===== config.mk =====
export PLATFORM = sky130hd
export DESIGN_NAME = particle_record_update
export DESIGN_NICKNAME = d
export VERILOG_FILES = /design/src/hw/rtl/pru_pkg.sv /design/src/hw/rtl/pru_update.sv /design/src/hw/rtl/pru_frame_count.sv /design/src/hw/rtl/particle_record_update.sv
export VERILOG_INCLUDE_DIRS = /design/src /design/src/hw/rtl
export SDC_FILE = /design/constraint.sdc
export NUM_CORES = 1
export LEC_CHECK = 0
export BUFFER_PORTS_ARGS = -buffer_cell sky130_fd_sc_hd__buf_2
export CORE_MARGIN = 2
export CORE_UTILIZATION = 50
export DETAILED_ROUTE_END_ITERATION = 10
export GPL_ROUTABILITY_DRIVEN = 0
export PLACE_DENSITY = 0.77
export SLEW_MARGIN = 25
export SYNTH_ARGS = -nofsm -noshare
export SYNTH_HDL_FRONTEND = slang
export SYNTH_HIERARCHICAL = 1
export SYNTH_SLANG_ARGS = --single-unit

===== constraint.sdc =====
create_clock -name aclk -period 13.5 [get_ports aclk]
set_clock_uncertainty 0.05 [all_clocks]
set_input_delay 2.025 -clock aclk [delete_from_list [all_inputs] [get_ports aclk]]
set_output_delay 2.025 -clock aclk [all_outputs]
set_load 0.005 [all_outputs]

===== src/hw/rtl/particle_record_update_assert.svh =====
// ---------------------------------------------------------------------------
// particle_record_update_assert.svh
// Assertion macros shared by the particle record updater.
// ---------------------------------------------------------------------------
`ifndef PARTICLE_RECORD_UPDATE_ASSERT_SVH
`define PARTICLE_RECORD_UPDATE_ASSERT_SVH

// Checks that the condition holds on every clock edge outside reset.
`define PRU_ASSERT_ALWAYS(label, cond, msg) \
    label: assert property (@(posedge aclk) disable iff (!aresetn) (cond)) \
        else $error(msg);

// Checks that the consequent holds in the cycle after the antecedent.
`define PRU_ASSERT_NEXT(label, ante, cons, msg) \
    label: assert property (@(posedge aclk) disable iff (!aresetn) \
        (ante) |=> (cons)) else $error(msg);

`endif


===== src/hw/rtl/pru_pkg.sv =====
// ---------------------------------------------------------------------------
// pru_pkg
// Types and constants of the particle record updater.
// ---------------------------------------------------------------------------
package pru_pkg;

    // Frame geometry.
    localparam int NUM_GROUPS      = 8;
    localparam int SLOTS_PER_GROUP = 16;
    localparam int FRAME_TOTAL     = NUM_GROUPS * SLOTS_PER_GROUP;

    // Particle phases.
    localparam logic [15:0] MODE_FLYING   = 16'd0;
    localparam logic [15:0] MODE_FADING   = 16'd1;
    localparam logic [15:0] MODE_FINISHED = 16'd2;

    // Update steps.
    localparam logic [15:0] SCALE_STEP = 16'h0010;
    localparam logic [15:0] FADE_SPIN  = 16'h0080;
    localparam logic [32:0] FADE_STEP  = 33'd8;
    localparam logic [15:0] LIFE_WRAP  = 16'hFFFF;
    localparam logic [7:0]  COUNT_MAX  = 8'hFF;

    // Bus widths.
    localparam int S_TDATA_W = 208;
    localparam int M_TDATA_W = 160;

    // One particle record as it enters the block.
    typedef struct packed {
        logic [15:0]        mode;
        logic [15:0]        life;
        logic [15:0]        angle;
        logic [15:0]        angle_rate;
        logic [15:0]        scale;
        logic signed [31:0] velocity;
        logic signed [31:0] accel;
        logic signed [31:0] position;
        logic signed [31:0] alpha;
    } rec_in_t;

    // One updated particle record.
    typedef struct packed {
        logic [15:0]        mode;
        logic [15:0]        life;
        logic [15:0]        angle;
        logic [15:0]        scale;
        logic signed [31:0] velocity;
        logic signed [31:0] position;
        logic signed [31:0] alpha;
    } rec_out_t;

    // Control from the pipeline to the frame counter.
    typedef struct packed {
        logic advance;
        logic finished;
        logic last;
    } cnt_ctrl_t;

endpackage


===== src/hw/rtl/pru_update.sv =====
// ---------------------------------------------------------------------------
// pru_update
// Combinational update of one particle record according to its phase.
// ---------------------------------------------------------------------------
module pru_update (
    input  pru_pkg::rec_in_t  rec_i,
    output pru_pkg::rec_out_t rec_o,
    output logic              finished_o
);
    import pru_pkg::*;

    logic [15:0] life_dec;
    logic [31:0] vel_sum;
    logic [32:0] alpha_dec;

    // Arithmetic used by the phase arms.
    assign life_dec  = rec_i.life - 16'd1;
    assign vel_sum   = rec_i.velocity + rec_i.accel;
    assign alpha_dec = {rec_i.alpha[31], rec_i.alpha} - FADE_STEP;

    // Phase selection; by default the record passes through.
    always_comb begin
        rec_o.mode     = rec_i.mode;
        rec_o.life     = rec_i.life;
        rec_o.angle    = rec_i.angle;
        rec_o.scale    = rec_i.scale;
        rec_o.velocity = rec_i.velocity;
        rec_o.position = rec_i.position;
        rec_o.alpha    = rec_i.alpha;
        finished_o     = 1'b0;
        unique case (rec_i.mode)
            MODE_FLYING: begin
                rec_o.velocity = vel_sum;
                rec_o.position = rec_i.position + vel_sum;
                rec_o.life     = life_dec;
                rec_o.angle    = rec_i.angle + rec_i.angle_rate;
                rec_o.scale    = rec_i.scale + SCALE_STEP;
                if (life_dec == LIFE_WRAP) begin
                    rec_o.mode = MODE_FADING;
                end
            end
            MODE_FADING: begin
                rec_o.angle = rec_i.angle + FADE_SPIN;
                if (alpha_dec[32]) begin
                    rec_o.alpha = 32'sd0;
                    rec_o.mode  = MODE_FINISHED;
                end else begin
                    rec_o.alpha = alpha_dec[31:0];
                end
            end
            MODE_FINISHED: begin
                finished_o = 1'b1;
            end
            default: begin
            end
        endcase
    end

endmodule


===== src/hw/rtl/pru_frame_count.sv =====
// ---------------------------------------------------------------------------
// pru_frame_count
// Counts finished particles over a frame and judges the frame complete.
// ---------------------------------------------------------------------------
module pru_frame_count (
    input  logic                aclk,
    input  logic                aresetn,
    input  pru_pkg::cnt_ctrl_t  ctrl_i,
    output logic                all_finished_o,
    output logic [7:0]          count_o
);
    import pru_pkg::*;

    logic [7:0] count_reg;
    logic [7:0] count_next;
    logic [7:0] count_inc;

    // Saturating count including the current item.
    assign count_inc = (ctrl_i.finished && count_reg != COUNT_MAX) ?
                       count_reg + 8'd1 : count_reg;

    // Frame judgement for the item moving to the output.
    assign all_finished_o = ctrl_i.last && (32'(count_inc) == FRAME_TOTAL);

    always_comb begin
        count_next = count_reg;
        if (ctrl_i.advance) begin
            count_next = ctrl_i.last ? 8'd0 : count_inc;
        end
    end

    always_ff @(posedge aclk) begin
        if (!aresetn) begin
            count_reg <= 8'd0;
        end else begin
            count_reg <= count_next;
        end
    end

    assign count_o = count_reg;

endmodule


===== src/hw/rtl/particle_record_update.sv =====
// ---------------------------------------------------------------------------
// particle_record_update
// Streaming updater: one particle record in, one updated record out.
// ---------------------------------------------------------------------------
//  Channel  Direction  Handshake                    Contents
//  s_axis   in         s_axis_tvalid/s_axis_tready  record in tdata, tlast
//  m_axis   out        m_axis_tvalid/m_axis_tready  record in tdata, tuser
//
// One record per clock cycle sustained while m_axis_tready holds; an accepted
// record passes through the input register and the single update stage into
// the result register, from which it is offered.
// Synchronous active-low reset empties both registers and clears the count.
// A stalled result holds in the result register while the input register
// still takes one more record.
// ---------------------------------------------------------------------------
`include "particle_record_update_assert.svh"

module particle_record_update (
    input  logic                           aclk,
    input  logic                           aresetn,
    input  logic                           s_axis_tvalid,
    output logic                           s_axis_tready,
    // mode_in, life_in, angle_in, angle_rate, scale_in, velocity_in,
    // accel, position_in, alpha_in
    input  logic [pru_pkg::S_TDATA_W-1:0]  s_axis_tdata,
    input  logic                           s_axis_tlast,
    output logic                           m_axis_tvalid,
    input  logic                           m_axis_tready,
    // mode_out, life_out, angle_out, scale_out, velocity_out,
    // position_out, alpha_out
    output logic [pru_pkg::M_TDATA_W-1:0]  m_axis_tdata,
    // all_finished
    output logic                           m_axis_tuser
);
    import pru_pkg::*;

    logic      in_valid_reg;
    logic      in_valid_next;
    rec_in_t   in_rec_reg;
    logic      in_last_reg;
    logic      out_valid_reg;
    logic      out_valid_next;
    rec_out_t  out_rec_reg;
    logic      out_done_reg;
    logic      out_last_reg;
    logic      s_accept;
    logic      advance;
    rec_in_t   s_rec;
    rec_out_t  upd_rec;
    logic      upd_finished;
    logic      all_finished;
    logic [7:0] count;
    cnt_ctrl_t cnt_ctrl;

    // Unpack the input word, first field in the lowest bits.
    assign s_rec.mode       = s_axis_tdata[15:0];
    assign s_rec.life       = s_axis_tdata[31:16];
    assign s_rec.angle      = s_axis_tdata[47:32];
    assign s_rec.angle_rate = s_axis_tdata[63:48];
    assign s_rec.scale      = s_axis_tdata[79:64];
    assign s_rec.velocity   = s_axis_tdata[111:80];
    assign s_rec.accel      = s_axis_tdata[143:112];
    assign s_rec.position   = s_axis_tdata[175:144];
    assign s_rec.alpha      = s_axis_tdata[207:176];

    // Pipeline flow control.
    assign advance       = in_valid_reg && (!out_valid_reg || m_axis_tready);
    assign s_axis_tready = !in_valid_reg || advance;
    assign s_accept      = s_axis_tvalid && s_axis_tready;

    always_comb begin
        in_valid_next = in_valid_reg;
        if (s_accept) begin
            in_valid_next = 1'b1;
        end else if (advance) begin
            in_valid_next = 1'b0;
        end
        out_valid_next = out_valid_reg;
        if (advance) begin
            out_valid_next = 1'b1;
        end else if (m_axis_tready) begin
            out_valid_next = 1'b0;
        end
    end

    // Input register.
    always_ff @(posedge aclk) begin
        if (!aresetn) begin
            in_valid_reg <= 1'b0;
        end else begin
            in_valid_reg <= in_valid_next;
        end
    end

    always_ff @(posedge aclk) begin
        if (s_accept) begin
            in_rec_reg  <= s_rec;
            in_last_reg <= s_axis_tlast;
        end
    end

    // Record update.
    pru_update u_update (
        .rec_i      (in_rec_reg),
        .rec_o      (upd_rec),
        .finished_o (upd_finished)
    );

    // Frame counter.
    assign cnt_ctrl.advance  = advance;
    assign cnt_ctrl.finished = upd_finished;
    assign cnt_ctrl.last     = in_last_reg;

    pru_frame_count u_frame_count (
        .aclk           (aclk),
        .aresetn        (aresetn),
        .ctrl_i         (cnt_ctrl),
        .all_finished_o (all_finished),
        .count_o        (count)
    );

    // Result register.
    always_ff @(posedge aclk) begin
        if (!aresetn) begin
            out_valid_reg <= 1'b0;
        end else begin
            out_valid_reg <= out_valid_next;
        end
    end

    always_ff @(posedge aclk) begin
        if (advance) begin
            out_rec_reg  <= upd_rec;
            out_done_reg <= all_finished;
            out_last_reg <= in_last_reg;
        end
    end

    // Pack the result word, first field in the lowest bits.
    assign m_axis_tvalid = out_valid_reg;
    assign m_axis_tdata  = {out_rec_reg.alpha, out_rec_reg.position,
                            out_rec_reg.velocity, out_rec_reg.scale,
                            out_rec_reg.angle, out_rec_reg.life,
                            out_rec_reg.mode};
    assign m_axis_tuser  = out_done_reg;

    // Checks on the pipeline and the frame count.
    `PRU_ASSERT_ALWAYS(a_empty_ready, in_valid_reg || s_axis_tready, "empty stage not ready")
    `PRU_ASSERT_ALWAYS(a_done_on_last, !m_axis_tvalid || out_last_reg || !m_axis_tuser, "flag off last")
    `PRU_ASSERT_NEXT(a_count_clear, advance && in_last_reg, count == 8'd0, "count not cleared")

endmodule

==> impl_summary.txt, run 1 <==
----------------------------------------------------
[Timing]
  Final period utilization ... 40.23%
  Unrepaired setup endpoints after global routing ... no
  Relative slew slack ... 35.24%
  Final hold vios ... 0
  Final setup viols ... 0
  Final critical-path required period ... 5.431 ns
  Final Max Tran Viols ... 0
  Fin Setup TNS ... 0 ns
  Actual transition at the worst max-transition pin ... 0.9715 ns
  Achievable Freq ... 184.1 MHz
  Final setup margin ... 8.069 ns

[Worst hold path]
  Cell depth of the worst hold path ... 0
  Worst hold path class ... reg2reg

[Worst setup path]
  Arrival time of the worst setup path ... 5.69 ns
  Worst setup path startpoint ... in_rec_reg[64]$_DFFE_PP_
  CP Buf/Inv Count ... 0
  Critical path capture point ... m_axis_tdata[127]$_DFFE_PP_
  Critical Path Source Type ... flop
  Critical Path Sink Type ... flop
  Critical path, cell by cell ... ha_1 -> fa_1 -> a21o_1 -> a21oi_1 -> o21ai_1 -> a31oi_4 -> o221ai_1 -> a221o_1 -> a21boi_0 -> xnor2_1 -> ha_1 -> a21oi_1 -> o21bai_1 -> a21oi_1 -> nand2_1 -> nor3_1 -> o21ai_0 -> nand3_1 -> nor2_1 -> mux2i_1 -> xnor2_1
  Crit-path max FO ... 4
  CP dominant cell by count ... sky130_fd_sc_hd__a21oi_1
  Worst reg-to-reg path cell count ... 21
  Worst R2R Start ... in_rec_reg[64]$_DFFE_PP_
  Reg-to-reg setup timing slack ... 8.07 ns
  Critical path's slowest cell ... sky130_fd_sc_hd__nor3_1
  Setup Crit Path Kind ... reg2reg
  Cell family contributing the most delay on the critical path ... compound AO/OA/AOI/OAI gates
  Critical path required time ... 13.76 ns
  R2r endpoint ... m_axis_tdata[127]$_DFFE_PP_
  Total number of cells along the worst setup path ... 21
  Largest incremental delay on the critical path ... 0.46 ns

[Clock network]
  Clock edge transition at the registers on the reported setup and hold paths ... 0.06 ns
  CTS buffer count ... 42
  Clock tree from TritonCTS ... yes
  Deepest clock path buffer count ... 3
  PostCTS Resize Cnt ... 0
  Cell at the root of the clock tree ... sky130_fd_sc_hd__clkbuf_16
  Number of levels in the clock H-tree ... 2
  CTS Sinks ... 380
  Skew-Pair Late Insertion Delay ... 0.58 ns
  Cts-stage hold buffer count ... 0
  Post-CTS Setup Inserts ... 0

[Route]
  DRT iter0 DRCs ... 998
  Antenna violation net count after detailed routing ... 0
  Number of iterations in the first detailed-routing pass ... 5
  Vias after detailed routing ... 13260
  Avg WL per Cell ... 18.94 um
  Count of unresolved DRC violations after routing ... 0
  Total wirelength of the detailed-routed design ... 44.57 mm
  Via/cell ratio ... 5.634

[Flow run]
  Max cap viols ... 0

[Yosys]
  Unique masters post-synth ... 95
  Sequential element share of the synthesized area ... 61.67%
  Main combinational cell family by area after synthesis ... simple AND/OR/NAND/NOR gates
  Ys async rst share ... 0%
  Netlist area before placement ... 18340 um2
  Simple-gate share of the synthesized area ... 12.33%
  Flip-flop and latch count after synthesis ... 380
  Complex-gate fraction of the synthesized area ... 11.97%
  Prevailing post-synth register cell ... sky130_fd_sc_hd__edfxtp_1
  Number of standard cells after synthesis ... 1471
  Average cell area after synthesis ... 12.47 um2
  Warning count from the yosys run ... 6
  Synthesized net count ... 1774
  Number of enable flip-flop cells after synthesis ... 370
  Xor/xnor share of the synthesized area ... 5.253%
  Synth Area in Adders ... 6.262%
  Proportion of synthesized area in mux cells ... 0.5935%

[Floorplan]
  Die Y ... 195.5 um
  Initial Utilization ... 50.46%
  Die Span X ... 195.5 um
  Core Rows ... 70
  Core area ... 36350 um2
  Die outline area ... 38230 um2
  Top-level I/O count ... 376

[GRT]
  Antenna violations before repair ... 10
  Gr ovfl total ... 0
  Global-route wire length before repair ... 67.92 mm
  Overall track demand over capacity in global routing ... 22.82%
  Pin count of the biggest net entering global routing ... 97
  Via count of the first global-routing pass ... 12930

[Cells and area]
  Fillers ... 2816
  Fraction of layout instances using a drive strength above 1 ... 26.87%
  P&R area growth vs syn ... 19.88%
  Fin nets ... 2148
  Highest-count cells in the layout ignoring fill and taps ... 375 x sky130_fd_sc_hd__buf_2, 370 x sky130_fd_sc_hd__edfxtp_1, 194 x sky130_fd_sc_hd__nand2_1, 92 x sky130_fd_sc_hd__a21oi_1, 87 x sky130_fd_sc_hd__ha_1
  Most frequent standard cell in the layout excluding fill and tap cells ... sky130_fd_sc_hd__buf_2
  Flip-flop count of the largest register, all copies and words added ... 208

[Power and ir drop]
  Static power due to leakage ... 8.868 nW
  Highest ir drop seen on vdd ... 0.0001170 V
  Power per cell area ... 134.3 nW/um2

[Placement]
  Setup Slack @ Placement ... 8.260 ns
  Number of buffers inserted by port buffering ... 375
  Post-DP HPWL ... 32.58 mm

[Run status]
  Status ... complete, no violations

----------------------------------------------------
==> cells in the mapped netlist, types with 5 or more instances <==
library cell	number	area share, %
sky130_fd_sc_hd__or3_1	17	0.58
sky130_fd_sc_hd__clkbuf_1	36	0.74
sky130_fd_sc_hd__xor2_1	53	2.5
sky130_fd_sc_hd__nand3_1	28	0.76
sky130_fd_sc_hd__o21ai_0	82	2.2
sky130_fd_sc_hd__o21a_1	9	0.37
sky130_fd_sc_hd__edfxtp_1	370	61
sky130_fd_sc_hd__ha_1	87	5.9
sky130_fd_sc_hd__nand4_1	13	0.44
sky130_fd_sc_hd__nand2_1	195	4.0
sky130_fd_sc_hd__buf_1	6	0.12
sky130_fd_sc_hd__nor4_1	5	0.17
sky130_fd_sc_hd__o41ai_1	5	0.24
sky130_fd_sc_hd__a211oi_1	13	0.53
sky130_fd_sc_hd__o31ai_1	10	0.41
sky130_fd_sc_hd__xnor2_1	57	2.7
sky130_fd_sc_hd__nor3_1	35	0.96
sky130_fd_sc_hd__and3_1	12	0.41
sky130_fd_sc_hd__a31oi_1	13	0.44
sky130_fd_sc_hd__mux2_2	7	0.43
sky130_fd_sc_hd__a21oi_1	93	2.5
sky130_fd_sc_hd__nor3b_1	6	0.25
sky130_fd_sc_hd__o21bai_1	14	0.57
sky130_fd_sc_hd__nor2_1	75	1.5
sky130_fd_sc_hd__nor2b_1	13	0.44
sky130_fd_sc_hd__inv_1	32	0.65
sky130_fd_sc_hd__o21ai_1	15	0.41
sky130_fd_sc_hd__buf_4	6	0.25
sky130_fd_sc_hd__a21o_1	33	1.4
sky130_fd_sc_hd__dfxtp_1	10	1.1
sky130_fd_sc_hd__nand2b_1	9	0.31
==> layout make-up <==
cell class	instances	area, um2	share of cell area, %
clock inverter	30	231.5	1.053
antenna	9	22.52	0.1024
timing repair buffer	383	1937	8.809
clock buffer	45	1062	4.831
tap	468	585.6	2.663
multi-input combinational	1006	6718	30.55
sequential	380	11310	51.44
inverter	32	120.1	0.5463
==> where the power goes <==
part | leakage, nW | internal (W) | total (W) | switching, W
Sequential | 3.63 | 0.00137 | 0.00140 | 0.0000342
Combinational | 4.60 | 0.000198 | 0.000471 | 0.000273
Clock | 0.634 | 0.000612 | 0.00108 | 0.000467
==> worst register-to-register path, cell delays in order (launching register included) <==
cell	delay (ns)
sky130_fd_sc_hd__edfxtp_1	0.38
sky130_fd_sc_hd__ha_1	0.26
sky130_fd_sc_hd__fa_1	0.42
sky130_fd_sc_hd__a21o_1	0.18
sky130_fd_sc_hd__a21oi_1	0.31
sky130_fd_sc_hd__o21ai_1	0.22
sky130_fd_sc_hd__a31oi_4	0.28
sky130_fd_sc_hd__o221ai_1	0.20
sky130_fd_sc_hd__a221o_1	0.40
sky130_fd_sc_hd__a21boi_0	0.23
sky130_fd_sc_hd__xnor2_1	0.20
sky130_fd_sc_hd__ha_1	0.33
sky130_fd_sc_hd__a21oi_1	0.18
sky130_fd_sc_hd__o21bai_1	0.08
sky130_fd_sc_hd__a21oi_1	0.25
sky130_fd_sc_hd__nand2_1	0.08
sky130_fd_sc_hd__nor3_1	0.46
sky130_fd_sc_hd__o21ai_0	0.23
sky130_fd_sc_hd__nand3_1	0.11
sky130_fd_sc_hd__nor2_1	0.04
sky130_fd_sc_hd__mux2i_1	0.21
sky130_fd_sc_hd__xnor2_1	0.08
==> worst min path at each step <==
stage                               from                          to  slack, ns
6_report       in_rec_reg[130]$_DFFE_PP_  m_axis_tdata[50]$_DFFE_PP_       0.37
4_1_cts        in_rec_reg[130]$_DFFE_PP_  m_axis_tdata[50]$_DFFE_PP_       0.38
3_5_place_dp   in_rec_reg[129]$_DFFE_PP_  m_axis_tdata[49]$_DFFE_PP_       0.37
2_1_floorplan  in_rec_reg[128]$_DFFE_PP_  m_axis_tdata[48]$_DFFE_PP_       0.44
5_1_grt        in_rec_reg[130]$_DFFE_PP_  m_axis_tdata[50]$_DFFE_PP_       0.38
3_3_place_gp   in_rec_reg[131]$_DFFE_PP_  m_axis_tdata[51]$_DFFE_PP_       0.35
==> layer usage <==
metal  vias to the layer above  routed length [um]  share of wire (%)  GRT usage [%]
li1                       6273                   -                  -              -
met1                      6233               17440                 39          28.25
met2                       604               21270                 48          38.06
met3                       142                3572                8.0          4.974
met4                         4                2251                5.1          11.25
met5                         -                  29              0.065              0
==> stage by stage <==
step	std cells	hold slack, ns	total power, W	utilization [%]	instance area (um2)
floorplan	1471	0.4399	0.001759	-	18340
finish	2353	0.3746	0.002953	60.49	21990
detailed placement	2269	0.3675	0.001887	56.85	20660
global placement	2269	0.3505	0.001871	56.85	20660
CTS	2344	0.3769	0.002974	60.41	21960
global route	2351	0.3811	0.003075	60.48	21980
==> kinds of logic after synthesis <==
logic type | Yosys count
fa+ha+maj | 90
simple gates | 454
xor+xnor | 110
mux | 10
compound gates | 342
buf+inv | 85
flops | 380
Note: power is estimated with default switching activity, not from simulation.
==> inputs of run 2 (changes only) <==
- CORE_UTILIZATION: 50 -> 51
- PLACE_DENSITY: 0.77 -> 0.75
- clock period: 13.5 -> 5.7 ns (I/O delays scaled with it)
==> impl_summary.txt, run 2 (synthesized netlist as in run 1, its figures left out) <==
----------------------------------------------------
[Flow run]
  Max cap viols ... 0 (unchanged)

[Clock network]
  Cell at the root of the clock tree ... sky130_fd_sc_hd__clkbuf_16 (unchanged)
  Clock tree from TritonCTS ... yes (unchanged)
  Deepest clock path buffer count ... 3 (unchanged)
  CTS buffer count ... 42 (unchanged)
  Clock edge transition at the registers on the reported setup and hold paths ... 0.06 ns (about the same)
  Cts-stage hold buffer count ... 0 (unchanged)
  PostCTS Resize Cnt ... 0 (unchanged)
  Skew-Pair Late Insertion Delay ... 0.56 ns (was 0.58 ns)
  CTS Sinks ... 380 (unchanged)
  Number of levels in the clock H-tree ... 2 (unchanged)
  Post-CTS Setup Inserts ... 0 (unchanged)

[Floorplan]
  Core area ... 35480 um2 (was 36350 um2)
  Initial Utilization ... 51.69% (was 50.46%)
  Core Rows ... 69 (was 70)
  Die outline area ... 37500 um2 (was 38230 um2)
  Top-level I/O count ... 376 (unchanged)
  Die Span X ... 193.6 um (was 195.5 um)
  Die Y ... 193.6 um (was 195.5 um)

[Power and ir drop]
  Power per cell area ... 326.5 nW/um2 (was 134.3 nW/um2)
  Highest ir drop seen on vdd ... 0.0003312 V (was 0.0001170 V)
  Combinational Power Share ... 15.4% (was 15.9%)
  Total net switching power ... 0.001813 W (was 0.0007745 W)
  Static power due to leakage ... 8.931 nW (was 8.868 nW)
  Relative contribution of the clock network to total power ... 38.7% (was 36.6%)
  Sequential Power Share ... 45.9% (was 47.5%)
  Int Power ... 0.005419 W (was 0.002178 W)
  Switching share of power ... 25.07% (was 26.23%)

[Run status]
  Status ... complete, no violations (unchanged)

[Route]
  Via/cell ratio ... 5.643 (was 5.634)
  DRT iter0 DRCs ... 933 (was 998)
  Count of unresolved DRC violations after routing ... 0 (unchanged)
  Number of iterations in the first detailed-routing pass ... 6 (was 5)
  Avg WL per Cell ... 19.15 um (was 18.94 um)
  Vias after detailed routing ... 13260 (about the same)
  Total wirelength of the detailed-routed design ... 45.01 mm (was 44.57 mm)
  Antenna violation net count after detailed routing ... 0 (unchanged)

[Timing]
  Final Max Tran Viols ... 0 (unchanged)
  Final critical-path required period ... 5.289 ns (was 5.431 ns)
  Achievable Freq ... 189.1 MHz (was 184.1 MHz)
  Final period utilization ... 92.79% (was 40.23%)
  Final hold vios ... 0 (unchanged)
  Unrepaired setup endpoints after global routing ... no (unchanged)
  Fin Setup TNS ... 0 ns (unchanged)
  Actual transition at the worst max-transition pin ... 0.9755 ns (was 0.9715 ns)
  Relative slew slack ... 34.73% (was 35.24%)
  Final setup margin ... 0.4111 ns (was 8.069 ns)
  Final setup viols ... 0 (unchanged)

[Placement]
  Post-DP HPWL ... 32.98 mm (was 32.58 mm)
  Setup Slack @ Placement ... 0.5400 ns (was 8.260 ns)
  Standard cell area after detailed placement ... 20680 um2 (was 20660 um2)
  Number of buffers inserted by port buffering ... 375 (unchanged)

[Worst setup path]
  Arrival time of the worst setup path ... 5.52 ns (was 5.69 ns)
  Critical path required time ... 5.93 ns (was 13.76 ns)
  Critical Path Sink Type ... flop (unchanged)
  Setup Crit Path Kind ... reg2reg (unchanged)
  Critical Path Source Type ... flop (unchanged)
  Crit-path max FO ... 5 (was 4)

[Cells and area]
  P&R area growth vs syn ... 20.76% (was 19.88%)
  Flip-flop count of the largest register, all copies and words added ... 208 (unchanged)
  Final standard cell area without fillers ... 22150 um2 (was 21990 um2)
  Final design utilization ... 62.42% (was 60.49%)
  Most frequent standard cell in the layout excluding fill and tap cells ... sky130_fd_sc_hd__buf_2 (unchanged)
  Highest-count cells in the layout ignoring fill and taps ... 375 x sky130_fd_sc_hd__buf_2, 370 x sky130_fd_sc_hd__edfxtp_1, 194 x sky130_fd_sc_hd__nand2_1, 92 x sky130_fd_sc_hd__a21oi_1, 87 x sky130_fd_sc_hd__ha_1 (unchanged)
  Fin nets ... 2148 (unchanged)
  Fraction of layout instances using a drive strength above 1 ... 26.80% (was 26.87%)
  Fillers ... 2708 (was 2816)

[GRT]
  Pin count of the biggest net entering global routing ... 118 (was 97)
  Global-route wire length before repair ... 68.78 mm (was 67.92 mm)
  Antenna violations before repair ... 11 (was 10)
  Overall track demand over capacity in global routing ... 23.32% (was 22.82%)
  Via count of the first global-routing pass ... 12930 (about the same)
  Gr ovfl total ... 0 (unchanged)

[Worst hold path]
  Worst hold path class ... reg2reg (unchanged)

----------------------------------------------------
## run 2: cell count changes in the layout (fill, tap and decap cells not counted), sizes merged
cell,delta
inv,-3
clkbuf,+6
bufinv,+4
clkinvlp,+2
clkinv,-8
diode,+3
## run 2: final cells by class
type	instances	area [um2]	area share (%)
Tap cell	461	576.8	2.604
Inverter	32	120.1	0.5423
Antenna cell	12	30.03	0.1356
Sequential cell	380	11310	51.07
Clock inverter	25	290.3	1.311
Clock buffer	51	1149	5.186
Timing Repair Buffer	383	1962	8.858
Multi-Input combinational cell	1006	6710	30.30
## run 2: final timing paths
check | start | endpoint | slack [ns] | cells past startpoint
worst max-delay path | in_rec_reg[64]$_DFFE_PP_ | m_axis_tdata[126]$_DFFE_PP_ | 0.41 | 19
worst min-delay path | in_rec_reg[130]$_DFFE_PP_ | m_axis_tdata[50]$_DFFE_PP_ | 0.38 | 0
worst max register to register | in_rec_reg[64]$_DFFE_PP_ | m_axis_tdata[126]$_DFFE_PP_ | 0.41 | 19
worst min register to register | in_rec_reg[130]$_DFFE_PP_ | m_axis_tdata[50]$_DFFE_PP_ | 0.38 | 0
## run 2: layer usage
metal,vias up,global-route usage (%),share of wire (%)
met4,4,12.41,4.6
li1,6277,-,-
met5,-,0,0.060
met2,661,38.07,48
met3,114,4.766,8.2
met1,6206,29.44,40
## run 2: stage by stage
step	cells	total power (W)	hold slack [ns]
detailed placement	2262	0.004471	0.3572
floorplan	1471	0.004136	0.4399
finish	2350	0.007232	0.3774
CTS	2338	0.007279	0.3803
global placement	2262	0.004435	0.3507
global route	2347	0.007525	0.3924
## run 2: worst max-delay path, cell delays in order (launching register included)
cell	delay, ns
sky130_fd_sc_hd__edfxtp_1	0.37
sky130_fd_sc_hd__ha_1	0.26
sky130_fd_sc_hd__fa_1	0.42
sky130_fd_sc_hd__a21o_1	0.18
sky130_fd_sc_hd__a21oi_1	0.29
sky130_fd_sc_hd__o21ai_1	0.23
sky130_fd_sc_hd__a31oi_4	0.27
sky130_fd_sc_hd__o21ai_0	0.20
sky130_fd_sc_hd__a21oi_1	0.19
sky130_fd_sc_hd__o21ai_0	0.10
sky130_fd_sc_hd__xnor2_1	0.21
sky130_fd_sc_hd__ha_1	0.32
sky130_fd_sc_hd__a21o_1	0.23
sky130_fd_sc_hd__a21o_1	0.18
sky130_fd_sc_hd__a221o_1	0.38
sky130_fd_sc_hd__a211oi_2	0.43
sky130_fd_sc_hd__o21ai_2	0.16
sky130_fd_sc_hd__a221oi_2	0.29
sky130_fd_sc_hd__xor2_1	0.18
sky130_fd_sc_hd__o21ai_1	0.07
## run 2: power by group through the flow
stage               registers [W]  logic [W]  clock network [W]
finish                    0.00332    0.00111            0.00280
detailed placement        0.00338    0.00109                  0
global route              0.00334    0.00123            0.00296
global placement          0.00337    0.00106                  0
floorplan                 0.00337   0.000765                  0
CTS                       0.00332    0.00110            0.00286
